### config.mk
export PLATFORM = sky130hd
export DESIGN_NAME = sensor_hub_spi_transfer_sequencer_core
export DESIGN_NICKNAME = d
export VERILOG_FILES = /design/src/hdl/shts_pkg.sv /design/src/hdl/sensor_hub_spi_transfer_sequencer_core.sv /design/src/hdl/shts_seq.sv /design/src/hdl/shts_obuf.sv
export SDC_FILE = /design/constraint.sdc
export NUM_CORES = 1
export LEC_CHECK = 0
export BUFFER_PORTS_ARGS = -buffer_cell sky130_fd_sc_hd__buf_2
export CAP_MARGIN = 20
export CORE_UTILIZATION = 55
export CTS_BUF_LIST = sky130_fd_sc_hd__clkbuf_2 sky130_fd_sc_hd__clkbuf_4 sky130_fd_sc_hd__clkbuf_8
export DETAILED_ROUTE_END_ITERATION = 12
export GPL_TIMING_DRIVEN = 0
export PLACE_DENSITY = 0.76
export SYNTH_ARGS = -nofsm -noshare
export SYNTH_HDL_FRONTEND = slang
export SYNTH_HIERARCHICAL = 1
export SYNTH_SLANG_ARGS = --single-unit
### constraint.sdc
create_clock -name clk -period 16.7 [get_ports clk]
set_clock_uncertainty 0.15 [all_clocks]
set_input_delay 0 -clock clk [delete_from_list [all_inputs] [get_ports clk]]
set_output_delay 0 -clock clk [all_outputs]
set_load 0.1 [all_outputs]
### src/hdl/shts_pkg.sv
// Shared types and fixed constants for the SPI transfer sequencer.
// No dependencies; imported by every module of the block.
package shts_pkg;

	// Fixed field widths
	localparam int unsigned OFF_W = 5;
	localparam int unsigned LEN_W = 10;
	localparam int unsigned REQ_W = 16;
	localparam int unsigned TS_W  = 32;

	// Length word with the continuation flag stripped
	localparam logic [15:0] LEN_MASK = 16'h7FFF;

	typedef enum logic [1:0] {
		OP_IRQ   = 2'd0,
		OP_DONE  = 2'd1,
		OP_READ  = 2'd2,
		OP_WRITE = 2'd3
	} op_t;

	typedef enum logic [3:0] {
		PH_IDLE  = 4'b0001,
		PH_HDR   = 4'b0010,
		PH_BODY  = 4'b0100,
		PH_WRITE = 4'b1000
	} phase_t;

	localparam logic [1:0] KIND_WRITE = 2'd0;
	localparam logic [1:0] KIND_HDR   = 2'd1;
	localparam logic [1:0] KIND_BODY  = 2'd2;

	localparam logic [1:0] RC_NONE = 2'd0;
	localparam logic [1:0] RC_OK   = 2'd1;
	localparam logic [1:0] RC_BAD  = 2'd2;
	localparam logic [1:0] RC_BUSY = 2'd3;

	typedef struct packed {
		logic [1:0]       operation;
		logic [7:0]       header_byte_low;
		logic [7:0]       header_byte_high;
		logic [REQ_W-1:0] request_length;
		logic [TS_W-1:0]  event_time;
	} item_t;

	typedef struct packed {
		logic             start_transfer;
		logic [1:0]       transfer_kind;
		logic [OFF_W-1:0] transfer_offset;
		logic [LEN_W-1:0] transfer_length;
		logic             chip_select_level;
		logic             wake_level;
		logic [1:0]       reply_code;
		logic [LEN_W-1:0] reply_length;
		logic [TS_W-1:0]  reply_timestamp;
	} res_t;

endpackage

### src/hdl/sensor_hub_spi_transfer_sequencer_core.sv
// Host-side SPI transfer sequencer for a sensor hub packet link: top level.
// Uses shts_pkg, shts_seq and shts_obuf.
//
// Usage:
//   Input channel (in_valid / in_stall) carries one event per transaction:
//   interrupt notice, transfer complete, host read or host write.
//   Output channel (out_valid / out_stall) returns exactly one result per
//   event: transfer start command, pin levels and the host reply.
// Path: a transaction is registered in the input register, processed against
//   the sequencer state, and its result is registered in the output buffer.
// Throughput: one transaction per cycle while in_stall is low; the state update
//   of the sequencer closes in one pass, so back-to-back events need no gaps.
// Reset: phase idle, no pending interrupt, lengths and timestamp zero,
//   chip select and wake released (high), all buffers empty.
// Stall: results collect in a two-entry output buffer; once it is full and
//   an event waits in the input register, in_stall rises. in_stall comes
//   straight from registers, never from out_stall.
module sensor_hub_spi_transfer_sequencer_core #(
	parameter int unsigned HEADER_BYTES = 4,
	parameter int unsigned MAX_RX_BYTES = 512,
	parameter int unsigned MAX_TX_BYTES = 256
) (
	input  logic                           clk,
	input  logic                           arst_n,
	input  logic                           in_valid,
	output logic                           in_stall,
	input  logic [1:0]                     operation,
	input  logic [7:0]                     header_byte_low,
	input  logic [7:0]                     header_byte_high,
	input  logic [shts_pkg::REQ_W-1:0]     request_length,
	input  logic [shts_pkg::TS_W-1:0]      event_time,
	output logic                           out_valid,
	input  logic                           out_stall,
	output logic                           start_transfer,
	output logic [1:0]                     transfer_kind,
	output logic [shts_pkg::OFF_W-1:0]     transfer_offset,
	output logic [shts_pkg::LEN_W-1:0]     transfer_length,
	output logic                           chip_select_level,
	output logic                           wake_level,
	output logic [1:0]                     reply_code,
	output logic [shts_pkg::LEN_W-1:0]     reply_length,
	output logic [shts_pkg::TS_W-1:0]      reply_timestamp
);
	import shts_pkg::*;

	item_t item_s1;
	logic  valid_s1;
	logic  buf_full;
	logic  fire;
	logic  in_fire;
	res_t  res_c;
	res_t  head;

	assign fire     = valid_s1 && !buf_full;
	assign in_stall = valid_s1 && buf_full;
	assign in_fire  = in_valid && !in_stall;

	// Input register
	always_ff @(posedge clk or negedge arst_n) begin
		if (!arst_n) begin
			valid_s1 <= 1'b0;
		end else if (in_fire) begin
			valid_s1 <= 1'b1;
		end else if (fire) begin
			valid_s1 <= 1'b0;
		end
	end

	always_ff @(posedge clk) begin
		if (in_fire) begin
			item_s1.operation        <= operation;
			item_s1.header_byte_low  <= header_byte_low;
			item_s1.header_byte_high <= header_byte_high;
			item_s1.request_length   <= request_length;
			item_s1.event_time       <= event_time;
		end
	end

	shts_seq #(
		.HEADER_BYTES (HEADER_BYTES),
		.MAX_RX_BYTES (MAX_RX_BYTES),
		.MAX_TX_BYTES (MAX_TX_BYTES)
	) u_seq (
		.clk    (clk),
		.arst_n (arst_n),
		.fire   (fire),
		.item   (item_s1),
		.res    (res_c)
	);

	shts_obuf u_obuf (
		.clk       (clk),
		.arst_n    (arst_n),
		.enq       (fire),
		.enq_data  (res_c),
		.full      (buf_full),
		.out_valid (out_valid),
		.out_stall (out_stall),
		.head      (head)
	);

	assign start_transfer    = head.start_transfer;
	assign transfer_kind     = head.transfer_kind;
	assign transfer_offset   = head.transfer_offset;
	assign transfer_length   = head.transfer_length;
	assign chip_select_level = head.chip_select_level;
	assign wake_level        = head.wake_level;
	assign reply_code        = head.reply_code;
	assign reply_length      = head.reply_length;
	assign reply_timestamp   = head.reply_timestamp;

	// Checks
	a_start_selects: assert property (@(posedge clk) disable iff (!arst_n)
		out_valid && start_transfer |-> chip_select_level == 1'b0)
		else $error("transfer started with chip select released");

	a_idle_fields_zero: assert property (@(posedge clk) disable iff (!arst_n)
		out_valid && !start_transfer |->
			transfer_kind == KIND_WRITE && transfer_offset == '0 && transfer_length == '0)
		else $error("transfer fields set without a start");

	a_ts_only_on_ok: assert property (@(posedge clk) disable iff (!arst_n)
		out_valid && reply_code != RC_OK |-> reply_timestamp == '0)
		else $error("timestamp without accepted read");

	a_stall_needs_backlog: assert property (@(posedge clk) disable iff (!arst_n)
		in_stall |-> out_valid)
		else $error("input stalled with empty output");

endmodule

### src/hdl/shts_seq.sv
// Sequencer state and the single-pass event logic.
// Depends on shts_pkg.
module shts_seq #(
	parameter int unsigned HEADER_BYTES = 4,
	parameter int unsigned MAX_RX_BYTES = 512,
	parameter int unsigned MAX_TX_BYTES = 256
) (
	input  logic           clk,
	input  logic           arst_n,
	input  logic           fire,
	input  shts_pkg::item_t item,
	output shts_pkg::res_t  res
);
	import shts_pkg::*;

	localparam int unsigned RX_W = $clog2(MAX_RX_BYTES + 1);
	localparam int unsigned TX_W = $clog2(MAX_TX_BYTES + 1);
	localparam logic [15:0] MAX_RX_L = 16'(MAX_RX_BYTES);
	localparam logic [15:0] MAX_TX_L = 16'(MAX_TX_BYTES);
	localparam logic [15:0] HDR_L    = 16'(HEADER_BYTES);

	phase_t            phase_q, phase_n;
	logic              irq_q, irq_n;
	logic [RX_W-1:0]   rx_len_q, rx_len_n;
	logic [TX_W-1:0]   tx_len_q, tx_len_n;
	logic [TS_W-1:0]   ts_q, ts_n;
	logic              cs_q, cs_n;
	logic              wake_q, wake_n;

	logic [15:0]       plen_raw;
	logic [15:0]       plen16;
	logic [RX_W-1:0]   plen;
	logic              try_act;

	// Payload length, flag cleared and saturated
	assign plen_raw = {item.header_byte_high, item.header_byte_low} & LEN_MASK;
	assign plen16   = (plen_raw > MAX_RX_L) ? MAX_RX_L : plen_raw;
	assign plen     = RX_W'(plen16);

	// Event handling, then activation on the updated state
	always_comb begin
		phase_n  = phase_q;
		irq_n    = irq_q;
		rx_len_n = rx_len_q;
		tx_len_n = tx_len_q;
		ts_n     = ts_q;
		cs_n     = cs_q;
		wake_n   = wake_q;
		try_act  = 1'b0;
		res      = '0;

		case (op_t'(item.operation))
			OP_IRQ: begin
				ts_n    = item.event_time;
				irq_n   = 1'b1;
				try_act = 1'b1;
			end
			OP_DONE: begin
				case (phase_q)
					PH_HDR: begin
						if (plen16 > HDR_L) begin
							phase_n               = PH_BODY;
							res.start_transfer    = 1'b1;
							res.transfer_kind     = KIND_BODY;
							res.transfer_offset   = OFF_W'(HEADER_BYTES);
							res.transfer_length   = LEN_W'(plen - RX_W'(HEADER_BYTES));
						end else begin
							cs_n     = 1'b1;
							rx_len_n = '0;
							phase_n  = PH_IDLE;
							try_act  = 1'b1;
						end
					end
					PH_BODY: begin
						cs_n     = 1'b1;
						rx_len_n = plen;
						phase_n  = PH_IDLE;
						try_act  = 1'b1;
					end
					PH_WRITE: begin
						cs_n     = 1'b1;
						rx_len_n = (16'(tx_len_q) < plen16) ? RX_W'(tx_len_q) : plen;
						tx_len_n = '0;
						phase_n  = PH_IDLE;
						try_act  = 1'b1;
					end
					default: begin
						// completion while idle is ignored
					end
				endcase
			end
			OP_READ: begin
				if (rx_len_q != '0) begin
					if (item.request_length >= 16'(rx_len_q)) begin
						res.reply_code      = RC_OK;
						res.reply_length    = LEN_W'(rx_len_q);
						res.reply_timestamp = ts_q;
					end else begin
						res.reply_code = RC_BAD;
					end
					rx_len_n = '0;
					try_act  = 1'b1;
				end
			end
			OP_WRITE: begin
				if (item.request_length > MAX_TX_L) begin
					res.reply_code = RC_BAD;
				end else if (tx_len_q != '0) begin
					res.reply_code = RC_BUSY;
				end else begin
					tx_len_n         = TX_W'(item.request_length);
					res.reply_code   = RC_OK;
					res.reply_length = LEN_W'(item.request_length);
					wake_n           = 1'b0;
				end
			end
			default: begin
			end
		endcase

		// Start the next transfer once idle, drained and signalled
		if (try_act && phase_n == PH_IDLE && rx_len_n == '0 && irq_n) begin
			irq_n               = 1'b0;
			cs_n                = 1'b0;
			res.start_transfer  = 1'b1;
			res.transfer_offset = '0;
			if (tx_len_n != '0) begin
				phase_n             = PH_WRITE;
				res.transfer_kind   = KIND_WRITE;
				res.transfer_length = LEN_W'(tx_len_n);
				wake_n              = 1'b1;
			end else begin
				phase_n             = PH_HDR;
				res.transfer_kind   = KIND_HDR;
				res.transfer_length = LEN_W'(HEADER_BYTES);
			end
		end

		res.chip_select_level = cs_n;
		res.wake_level        = wake_n;
	end

	// State update on each processed transaction
	always_ff @(posedge clk or negedge arst_n) begin
		if (!arst_n) begin
			phase_q  <= PH_IDLE;
			irq_q    <= 1'b0;
			rx_len_q <= '0;
			tx_len_q <= '0;
			ts_q     <= '0;
			cs_q     <= 1'b1;
			wake_q   <= 1'b1;
		end else if (fire) begin
			phase_q  <= phase_n;
			irq_q    <= irq_n;
			rx_len_q <= rx_len_n;
			tx_len_q <= tx_len_n;
			ts_q     <= ts_n;
			cs_q     <= cs_n;
			wake_q   <= wake_n;
		end
	end

endmodule

### src/hdl/shts_obuf.sv
// Two-entry result buffer: output register plus skid register.
// Depends on shts_pkg.
module shts_obuf (
	input  logic           clk,
	input  logic           arst_n,
	input  logic           enq,
	input  shts_pkg::res_t  enq_data,
	output logic           full,
	output logic           out_valid,
	input  logic           out_stall,
	output shts_pkg::res_t  head
);
	import shts_pkg::*;

	res_t head_q;
	res_t skid_q;
	logic head_vld_q;
	logic skid_vld_q;
	logic deq;

	assign deq       = head_vld_q && !out_stall;
	assign full      = skid_vld_q;
	assign out_valid = head_vld_q;
	assign head      = head_q;

	// Occupancy
	always_ff @(posedge clk or negedge arst_n) begin
		if (!arst_n) begin
			head_vld_q <= 1'b0;
			skid_vld_q <= 1'b0;
		end else begin
			if (skid_vld_q) begin
				if (deq) skid_vld_q <= 1'b0;
			end else if (head_vld_q) begin
				if (!deq) begin
					skid_vld_q <= enq;
				end else begin
					head_vld_q <= enq;
				end
			end else begin
				head_vld_q <= enq;
			end
		end
	end

	// Payload movement
	always_ff @(posedge clk) begin
		if (skid_vld_q) begin
			if (deq) head_q <= skid_q;
		end else if (enq) begin
			if (!head_vld_q || deq) head_q <= enq_data;
			else skid_q <= enq_data;
		end
	end

endmodule

* Yosys cells after proc, flatten, opt, wreduce, memory -nomap -nowiden *
Index checks and enable logic that the tools add are counted.

word-level totals
  bits in registers = 254
  bits of input ports = 70
  output and inout port bits = 66
  word-level logic and storage cells = 130

cells by class
  add/subtract/negate cells = 1
  magnitude comparators = 5
  eq/ne operators = 8
  mux-type cells = 57
  bitwise logic cells = 2
  reductions and logical operators = 24

operators by type and width
  kind                                                                     count
  64-bit two-way mux                                                       4
  18-bit two-way mux                                                       4
  10-bit two-way mux                                                       5
  44-bit two-way mux                                                       1
  42-bit two-way mux                                                       1
  9-bit two-way mux                                                        4
  32-bit two-way mux                                                       1
  10-bit case mux with 3 select lines                                      1
  12-bit case mux with 2 select lines                                      1
  1-bit two-way mux                                                        21
  10-bit case mux with 2 select lines                                      1
  9-bit case mux with 2 select lines                                       1
  9-bit nonzero test                                                       2
  16-bit by 10-bit >= comparator with 1-bit output                         1
  16-bit by 3-bit > comparator with 1-bit output (second input constant)   1
  16-bit by 9-bit > comparator with 1-bit output (second input constant)   1
  9-bit by 16-bit less-than comparator with 1-bit output                   1
  15-bit by 10-bit > comparator with 1-bit output (second input constant)  1
  15-bit two-way mux                                                       1
  4-bit two-way mux                                                        3
  10-bit logical NOT                                                       1
  10-bit nonzero test                                                      1
  10-bit by 3-bit subtractor with 10-bit output (second input constant)    1
  4-bit case mux with 2 select lines                                       1
  20 further kinds                                                         37

* Longest topological paths before layout *
Gate-level depths: netlist (run 1).

  word-level depth = 14
  depth in mapped cells = 18
  gate-level depth less buffers = 14

* Modules after synthesis *
Netlist (run 1), hierarchy kept.

by module, submodules not included
  module                                  times used  cells an instance  area each (µm²)  seq. area each (µm²)
  shts_obuf                               1           212                4790.8           3893.7
  shts_seq                                1           494                4450.5           1455.1
  sensor_hub_spi_transfer_sequencer_core  1           71                 2039.5           2006.9

* Worst setup path before layout (run 1) *
Ideal clock, no wire load.

  path type = reg2reg
  start point = register u_obuf.head_vld_q, in the netlist u_obuf/out_valid
  end point = register u_obuf.head_q (netlist bit u_obuf/head[0]) (enable)
  library setup time = 584 ps
  data arrival time = 5704 ps
  data required time = 15966 ps
  setup slack = 10262 ps
  stages on the path, launching flop included = 3
  path buffers = 0
  period minus slack after synthesis = 6438 ps
  cell sequence = dfrtp_1 -> nand2_1 -> a21boi_0

on the way
  word-level cells in the longest chain between the ends = 4
  elaborated cells on any way between the ends = 6
  those cells by class = 1 x eq/ne; 5 x reduce/logical

ends and longest elaborated chain
  what                                                    RTL line                          source
  from (decl)                                             shts_obuf.sv:17                   logic head_vld_q;
  from (signal assigned)                                  shts_obuf.sv:38                   head_vld_q <= enq;
  from (signal assigned)                                  shts_obuf.sv:41                   head_vld_q <= enq;
  1-bit logical NOT or 1-bit logical AND (tied branches)  shts_obuf.sv:51, shts_obuf.sv:21
  1-bit logical OR                                        shts_obuf.sv:51                   if (!head_vld_q || deq) head_q <= enq_data;
  2-bit nonzero test (no line)                            -
  3-bit AND reduction (no line) *                         -
  to (signal assigned)                                    shts_obuf.sv:49                   if (deq) head_q <= skid_q;
  to (signal assigned)                                    shts_obuf.sv:51
  to (decl)                                               shts_obuf.sv:15                   res_t head_q;

Every way passes the cells marked *; elsewhere a longest branch is shown, timed or not.
A chain may end at the register's enable or synchronous reset.

==> impl_results.md, run 1 <==
- Max-cap violations: 0
- Syn Area/Cell: 14.50 um^2
- WHS Path Cells: 2
- Slew Limit Fails: 0
- Hold Startpoint: header_byte_high[1]
- Bufs on Longest Clock Path: 3
- First-pass GRT wire length: 41.30 mm
- Maximum vdd drop: 103.1 uV
- Total gr overflow: 0
- Final Hold Viols: 0
- Final ANT Viol Nets: 0
- Num ports: 136
- Total track usage: 25.64%
- Layout area overhead: 28.07%
- Status: finished, final reports clean
- DIE AREA: 21,030 um^2
- Initial DRT Pass Iterations: 5
- Starting DRT DRC Count: 625
- Core Util, Final: 72.84%
- # setup viols final: 0
- Die width: 145.0 um
- Vias in the first global route: 7,594
- Final WS setup: 11.52 ns
- Row Count: 51
- Root Driver: clkbuf_8
- DRC viols: 0
- Fin crit share: 31.00%
- Syn. warnings: 6
- Initial Util: 56.88%
- Post-DP HPWL: 16.88 mm
- Setup CP Type: flip-flop to flip-flop
- Post-synthesis cell count: 776
- Fmax: 193.2 MHz
- Reg-to-reg endpoint: u_obuf/head[50]$_DFFE_PP_
- Post-CTS Setup Inserts: 0
- RSZ-0062 raised after global routing: no
- Setup TNS: 0 ns
- Worst hold-check path type: input pin to flip-flop
- Flop2flop setup slack: 11.52 ns
- CTS tree: done
- Post-placement setup slack: 11.69 ns
- Worst slew pin tran: 1.068 ns
- GPL Wtd Cong: 0.9004
- Vias per Instance: 5.549
- Slew Limit Headroom: 28.67%
- Worst R2R Start: item_s1[53]$_DFFE_PP_
- Initial antenna violation count: 0
- Die Ht: 145.0 um
- WHS Endpoint: item_s1[49]$_DFFE_PP_
- Leak: 5.622 nW
- Power per cell area: 188.0 nW/um^2
- Crit path max fanout: 10
- Crit path DAT: 5.45 ns
- Clk_lat worst skew: 0.55 ns
- CTS Sinks: 254
- Largest net degree at the start of global routing: 59
- Synthesized cell area: 11,250 um^2
- Reg2Reg Depth: 16
- H-tree depth: 2
- Antenna diodes: 0
- Tot Pwr: 2.709 mW
- Worst-path clk slew: 0.06 ns
- Worst Setup End Kind: flip-flop
- Tmin final: 5.177 ns
- CP Launch Type: flip-flop
- Drt wl/cell: 19.43 um
- Buffers on Ports: 134
- CTS Buf Count: 41
- Core area: 19,780 um^2
- Layout cell share with drive strength beyond 1: 32.16%
- Fin nets: 1,168
- Routed wire length: 26.66 mm
- Critical Path RT: 16.97 ns
- Vias: 7,613
[sequential cells by signal, indices dropped and copies added, names as in the netlist, 4 cells and up]
signal and count:
u_seq/rx_len_q 10, u_seq/tx_len_q 9, u_seq/ts_q 32, item_s1 65, u_obuf/skid_q 64, u_obuf/head 64, u_seq/phase_q 4
[layout make-up]
type,count,area [um^2]
Clock inverter,20,160.2
Sequential cell,254,7326
Multi-Input combinational cell,453,3598
Timing Repair Buffer,251,1919
Clock buffer,56,701.9
Inverter,29,108.9
Fill cell,1294,5373
Tap cell,265,331.6
Buffer,44,262.8
[worst max-delay path, stage by stage, from the launching register on]
cell and delay [ns]:
edfxtp_1 0.41, nor3_2 0.30, and2_1 0.25, clkbuf_1 0.42, nand2_1 0.25, ha_1 0.35, a211oi_1 0.27, nand4_1 0.17
a211oi_2 0.43, or2_0 0.16, buf_2 0.16, o21ai_2 0.11, a2111oi_4 0.53, nand2_4 0.13, buf_6 0.18, o41ai_1 0.51
mux2_4 0.26
[where the power goes]
group	switching [mW]	total, mW	internal (mW)
registers	0.0949	1.01	0.916
clock network	0.249	0.558	0.308
logic	0.858	1.14	0.282
[metrics by stage]
stage	area, um^2	instances	hold slack [ns]
finish	14410	1372	0.01699
floorplan	11270	780	-0.4456
global route	14410	1372	0.008099
global placement	12270	1179	0.02586
CTS	14390	1370	0.000001998
detailed placement	12410	1184	0.005463
[placed cells by master, fill, tap and decap left out, types with 11 or more instances in the layout]
cell type and n:
edfxtp_1 193, buf_2 142, dlygate4sd3_1 111, mux2_2 79, dfrtp_1 58, clkbuf_8 45
nand2_1 45, nor2_1 33, and2_1 33, a21oi_1 29, inv_1 27, ha_1 24
o21ai_0 22, mux2_4 17, clkbuf_1 15, o31ai_1 14, clkinv_1 12, clkbuf_4 11
nor4_1 11
[worst max path at each step]
stage                                end                    startpoint  cells after the start  slack [ns]
2_1_floorplan   u_obuf/head[0]$_DFFE_PP_  u_obuf/out_valid$_DFFE_PN0N_                      2       10.26
3_3_place_gp    u_obuf/head[3]$_DFFE_PP_         u_obuf/full$_DFF_PN0_                      5        8.28
3_5_place_dp   u_obuf/head[50]$_DFFE_PP_         item_s1[54]$_DFFE_PP_                     16       11.69
4_1_cts        u_obuf/head[50]$_DFFE_PP_         item_s1[54]$_DFFE_PP_                     16       11.67
5_1_grt        u_obuf/head[47]$_DFFE_PP_         item_s1[54]$_DFFE_PP_                     16       11.25
6_report       u_obuf/head[50]$_DFFE_PP_         item_s1[53]$_DFFE_PP_                     16       11.52
[routing by layer]
metal	GRT usage, %	share of wire, %	vias to the layer above
li1	-	-	3547
met1	32.54	41	3703
met2	43.03	50	310
met3	5.094	6.7	53
met4	10.69	3.1	0
met5	0	0	-
[repair_timing]
| action | 4_1_cts | 5_1_grt |
|---|---|---|
| endpoints found under the hold margin | 183 | 2 |
| resized for setup | 0 | 0 |
| hold buffers | 110 | 2 |
(Power assumes the default switching activity.)
==> inputs of run 2 (changes only) <==
clock period = 5 ns   (was 16.7 ns; I/O delays follow)
==> impl_results.md, run 2 (synthesis gave the netlist of run 1 again) <==
- CTS Buf Count: 42 (+2.4%)
- Commonest non-fill, non-tap cells in the layout: 193 x edfxtp_1, 142 x buf_2, 97 x dlygate4sd3_1
- Die width: 145.0 um (unchanged)
- Post-placement setup slack: 0.05144 ns (-11.64 ns)
- Worst hold-check path type: input pin to flip-flop
- Fmax: 210.2 MHz (+8.8%)
- Buffers on Ports: 134 (unchanged)
- Routed wire length: 26.31 mm (-1.3%)
- Clk_lat worst skew: 0.55 ns (about the same)
- Worst R2R Start: item_s1[60]$_DFFE_PP_
- Max reg flops: 65 (unchanged)
- Starting DRT DRC Count: 683 (+9.3%)
- Initial DRT Pass Iterations: 5 (unchanged)
- CP most frequent cell: nand2_1
- Critical Path Source: item_s1[60]$_DFFE_PP_
- Layout cell share with drive strength beyond 1: 33.82% (+1.7 points)
- GPL Wtd Cong: 0.9278 (+3.0%)
- CTS Sinks: 254 (unchanged)
- Largest net degree at the start of global routing: 59 (unchanged)
- Status: finished, final reports clean
- Antenna diodes: 0 (unchanged)
- Tmin final: 4.757 ns (-0.4196 ns)
- Crit path DAT: 4.91 ns (-0.54 ns)
- Die Ht: 145.0 um (unchanged)
- Worst-path clk slew: 0.07 ns (about the same)
- Post-DP HPWL: 16.95 mm (+0.39%)
- Critical path, cell by cell: nor4_4, nand4_1, a21oi_1, nand2_1, ha_1, nand2_1, o21ai_0, a211oi_4, or2_0, buf_2, o221a_2, a2111oi_4, nand2_4, o32a_1, buf_4, mux2_4
- DIE AREA: 21,030 um^2 (unchanged)
- CP max stage cell: edfxtp_1
- Total gr overflow: 0 (unchanged)
- Num ports: 136 (unchanged)
- Commonest non-fill, non-tap cell in the layout: edfxtp_1
- Bufs on Longest Clock Path: 3 (unchanged)
- Tot Pwr: 9.012 mW (+230%)
- Initial Util: 56.88% (unchanged)
- Core area: 19,780 um^2 (unchanged)
- Maximum vdd drop: 280.3 uV (+170%)
- Total track usage: 25.56% (-0.088 points)
- CTS tree: done
- Vias: 7,622 (+0.12%)
- Fin crit share: 95.14% (+64 points)
- Critical Path RT: 5.15 ns (-11.82 ns)
- Hold Startpoint: event_time[26]
- Final WS setup: 0.2428 ns (-11.28 ns)
- Leak: 5.622 nW (about the same)
- Worst Setup End Kind: flip-flop
- Worst slew pin tran: 1.076 ns (+0.007943 ns)
- Drt wl/cell: 19.31 um (-0.59%)
- Vias in the first global route: 7,745 (+2.0%)
- Initial antenna violation count: 0 (unchanged)
- Power per cell area: 628.5 nW/um^2 (+230%)
- Final ANT Viol Nets: 0 (unchanged)
- Vias per Instance: 5.596 (+0.85%)
- Row Count: 51 (unchanged)
- H-tree depth: 2 (unchanged)
- Final Hold Viols: 0 (unchanged)
- Fin nets: 1,157 (-0.94%)
- Crit path max fanout: 6 (-4)
- Slew Limit Fails: 0 (unchanged)
- Slew Limit Headroom: 28.14% (-0.53 points)
- DRC viols: 0 (unchanged)
- Reg with most FFs: item_s1
- Root Driver: clkbuf_8
- Max-cap violations: 0 (unchanged)
- First-pass GRT wire length: 41.39 mm (+0.22%)
- CP Launch Type: flip-flop
- Layout area overhead: 27.44%
- Setup CP Type: flip-flop to flip-flop
- CP peak stage delay: 0.50 ns (-0.03 ns)
- # setup viols final: 0 (unchanged)
-- run 2: stage by stage --
stage / util, % / cell area [um^2] / TNS (ns) / hold slack, ns / std cells
5_1_grt: 72.48 / 14340 / -0.07381 / 0.004768 / 1362
4_1_cts: 72.16 / 14270 / 0 / 0.0000001110 / 1360
6_report: 72.48 / 14340 / 0 / 0.01875 / 1362
2_1_floorplan: - / 11270 / 0 / -0.4456 / 780
3_5_place_dp: 62.87 / 12440 / 0 / 0.003396 / 1185
3_3_place_gp: 62.02 / 12270 / -138.83 / 0.02680 / 1179
-- run 2: what timing repair did --
action | 4_1_cts | 5_1_grt
setup buffers | 0 | 1
endpoints found under the hold margin | 217 | 1
hold buffers | 97 | 1
gates resized for setup | 0 | 8
endpoints found under the setup margin | 0 | 24
-- run 2: worst paths after layout --
| kind | to | slack [ns] | cells past startpoint |
|---|---|---|---|
| max in group asynchronous | u_seq/tx_len_q[7]$_DFFE_PN0P_ | 3.93 | 4 |
| setup reg to reg | u_obuf/head[45]$_DFFE_PP_ | 0.24 | 16 |
| hold / removal | item_s1[26]$_DFFE_PP_ | 0.02 | 2 |
| hold reg to reg | u_seq/ts_q[4]$_DFFE_PN0P_ | 0.33 | 1 |
| min in group asynchronous | u_seq/wake_q$_DFFE_PN1P_ | 0.42 | 3 |
| setup / recovery | u_obuf/head[45]$_DFFE_PP_ | 0.24 | 16 |
-- run 2: final cells by class --
type	instances	area [um^2]
fill	1331	5444
clock buffer	62	753.2
inverter	29	108.9
tap	265	331.6
sequential	254	7326
multi-input combinational	453	3643
buffer	44	264.0
clock inverter	16	96.34
timing repair buffer	239	1814
-- run 2: critical path, delay by kind of cell, from the launching register on --
kind / cells / cell delay, ns
fa+ha+maj: 1 / 0.34
simple gates: 6 / 1.15
flops: 1 / 0.50
mux: 1 / 0.26
buf+inv: 2 / 0.29
compound gates: 6 / 1.83
-- run 2: where the power goes --
group | internal, mW | switching [mW]
combinational | 0.949 | 2.87
sequential | 3.06 | 0.326
clock | 0.980 | 0.826
-- run 2: per-layer routing --
layer	track usage, %	up-vias	routed length [um]
met3	4.434	62	1628
met2	42.86	321	12900
met1	32.86	3713	10910
met4	10.69	0	867
met5	0	-	0
li1	-	3526	-
==> inputs of run 3 (changes only) <==
CORE_MARGIN = 8   (was default)
==> impl_results.md, run 3 (synthesis gave the netlist of run 1 again) <==
- CP peak stage delay: 0.50 ns (about the same)
- Largest net degree at the start of global routing: 59 (unchanged)
- Die width: 159.0 um (+9.7%)
- Post-DP HPWL: 17.85 mm (+5.4%)
- Status: finished, final reports clean
- Crit path max fanout: 10 (+4)
- Starting DRT DRC Count: 504 (-26%)
- # setup viols final: 0 (unchanged)
- Max-cap violations: 0 (unchanged)
- Commonest non-fill, non-tap cells in the layout: 193 x edfxtp_1, 142 x buf_2, 118 x dlygate4sd3_1
- Critical path, cell by cell: nor4_4, nand4_1, a21oi_1, nand2_1, ha_1, nand4_1, a21oi_1, a211oi_4, or2_0, buf_2, o221ai_2, and3_1, nand4b_4, o32a_1, buf_4, mux2_4
- Dpl cells: 1,189 (+0.34%)
- Buffers on Ports: 134 (unchanged)
- Num ports: 136 (unchanged)
- First-pass GRT wire length: 43.39 mm (+4.8%)
- Clk_lat worst skew: 0.54 ns (about the same)
- Bufs on Longest Clock Path: 3 (unchanged)
- Sequential fraction of design power: 37.4% (-0.2 points)
- CP Launch Type: flip-flop
- Clock group share of total power: 20.4% (+0.4 points)
- Final WS setup: 0.2217 ns (-0.02110 ns)
- CTS Sinks: 254 (unchanged)
- Worst hold-check path type: input pin to flip-flop
- Worst slew pin tran: 0.9835 ns (-0.09215 ns)
- Initial Util: 55.78% (-1.1 points)
- Vias: 7,682 (+0.79%)
- Setup TNS: 0 ns (unchanged)
- GPL Wtd Cong: 0.9396 (+1.3%)
- Vias in the first global route: 8,041 (+3.8%)
- DIE AREA: 25,290 um^2 (+20%)
- Final ANT Viol Nets: 0 (unchanged)
- CTS Buf Count: 43 (+2.4%)
- CTS tree: done
- Internal power: 5.055 mW (+1.3%)
- Root Driver: clkbuf_8
- Row Count: 52 (+2.0%)
- Worst-path clk slew: 0.06 ns (about the same)
- Commonest non-fill, non-tap cell in the layout: edfxtp_1
- Maximum vdd drop: 254.4 uV (-9.2%)
- Layout area overhead: 29.50%
- Fillers: 1,378 (+3.5%)
- Critical Path RT: 5.13 ns (-0.02 ns)
- Slew Limit Headroom: 34.28% (+6.1 points)
- Max reg flops: 65 (unchanged)
- Total track usage: 21.31% (-4.2 points)
- Routed wire length: 27.30 mm (+3.8%)
- Fin nets: 1,179 (+1.9%)
- Crit path DAT: 4.91 ns (about the same)
- Core area: 20,170 um^2 (+2.0%)
- Final Hold Viols: 0 (unchanged)
- Post-Layout Cell Count: 1,390 (+2.1%)
- Leak: 5.709 nW (+1.6%)
- Drt wl/cell: 19.64 um (+1.7%)
- CP max stage cell: edfxtp_1
- Comb pwr share: 42.2% (-0.2 points)
- Power per cell area: 621.7 nW/um^2 (-1.1%)
- H-tree depth: 2 (unchanged)
- Area of the multi-input gates: 3647 um^2 (+0.10%)
- Layout cell share with drive strength beyond 1: 33.07% (-0.75 points)
- Post-placement setup slack: -0.05039 ns (-0.1018 ns)
- Initial DRT Pass Iterations: 5 (unchanged)
- Tmin final: 4.778 ns (+0.02110 ns)
- Reg with most FFs: item_s1
- Initial antenna violation count: 1 (+1)
- Setup CP Type: flip-flop to flip-flop
- Die Ht: 159.0 um (+9.7%)
- Vias per Instance: 5.527 (-1.2%)
- Core Util, Final: 72.24% (-0.24 points)
- Worst Setup End Kind: flip-flop
- Total gr overflow: 0 (unchanged)
- Slew Limit Fails: 0 (unchanged)
- Fmax: 209.3 MHz (-0.44%)
- Sw Ratio: 44.20% (-0.43 points)
- DRC viols: 0 (unchanged)
- Net Switching: 4.004 mW (-0.45%)
- Post-DP Area: 12,410 um^2 (-0.17%)
- Fin crit share: 95.57% (+0.42 points)
- Design area: 14,570 um^2 (+1.6%)
- Storage cell area: 7326 um^2 (unchanged)
## run 3: changes by cell type in the layout (fill, tap and decap cells not counted), sizes merged
cell         change
clkinv           -1
inv              -1
diode            +1
dlygate4sd3     +21
clkbuf           +3
## run 3: stage by stage
stage	total power [mW]	hold slack, ns
2_1_floorplan	6.372	-0.4456
3_3_place_gp	7.056	0.02638
3_5_place_dp	7.148	0.003919
4_1_cts	9.082	0.0003376
5_1_grt	9.451	0.01351
6_report	9.059	0.02440
## run 3: what timing repair did
action,in CTS,in global routing
setup endpoints to repair,2,12
resized for setup,2,7
hold buffers,119,0
endpoints found under the hold margin,212,0
pin swaps,0,2
buffers inserted,0,2
## run 3: layout make-up
cell class	instances	area share (%)
diodes	1	0.01717
multi-input cells	453	25.03
inverters	29	0.7471
clock inverters	14	0.4551
well taps	270	2.319
repair buffers	260	13.76
flip-flops and latches	254	50.28
clock buffers	65	5.582
plain buffers	44	1.812
## run 3: power by group through the flow
stage	clock network, mW	logic, mW	registers [mW]
after floorplan	0	1.17	5.20
final	1.85	3.82	3.39
after global routing	1.99	4.01	3.44
after global placement	0	3.58	3.48
after CTS	1.89	3.81	3.38
after detailed placement	0	3.73	3.42
## run 3: worst paths after layout
path	cells after the start	slack (ns)	start	end
worst max-delay path	16	0.22	item_s1[60]$_DFFE_PP_	u_obuf/head[45]$_DFFE_PP_
worst min-delay path	2	0.02	event_time[14]	item_s1[14]$_DFFE_PP_
worst max register to register	16	0.22	item_s1[60]$_DFFE_PP_	u_obuf/head[45]$_DFFE_PP_
worst min register to register	1	0.32	item_s1[29]$_DFFE_PP_	u_seq/ts_q[29]$_DFFE_PN0P_
max in group asynchronous	4	3.94	arst_n	u_seq/tx_len_q[8]$_DFFE_PN0P_
min in group asynchronous	3	0.43	arst_n	u_seq/wake_q$_DFFE_PN1P_
## run 3: worst max-delay path, delay by kind of cell (launching register included)
kind	cells	cell delay [ns]
buffers and inverters	2	0.31
flip-flops	1	0.50
AO/OA/AOI/OAI	5	1.36
AND/OR/NAND/NOR	7	1.59
adder cells (fa/ha/maj)	1	0.34
multiplexers	1	0.26
## run 3: layer usage
layer  vias up  global-route usage [%]  part of all wire (%)
li1       3582                       -                     -
met4         0                   9.348                   3.3
met2       306                   34.91                    49
met5         -                       0                     0
met1      3729                   26.67                    41
met3        65                   5.041                   6.9
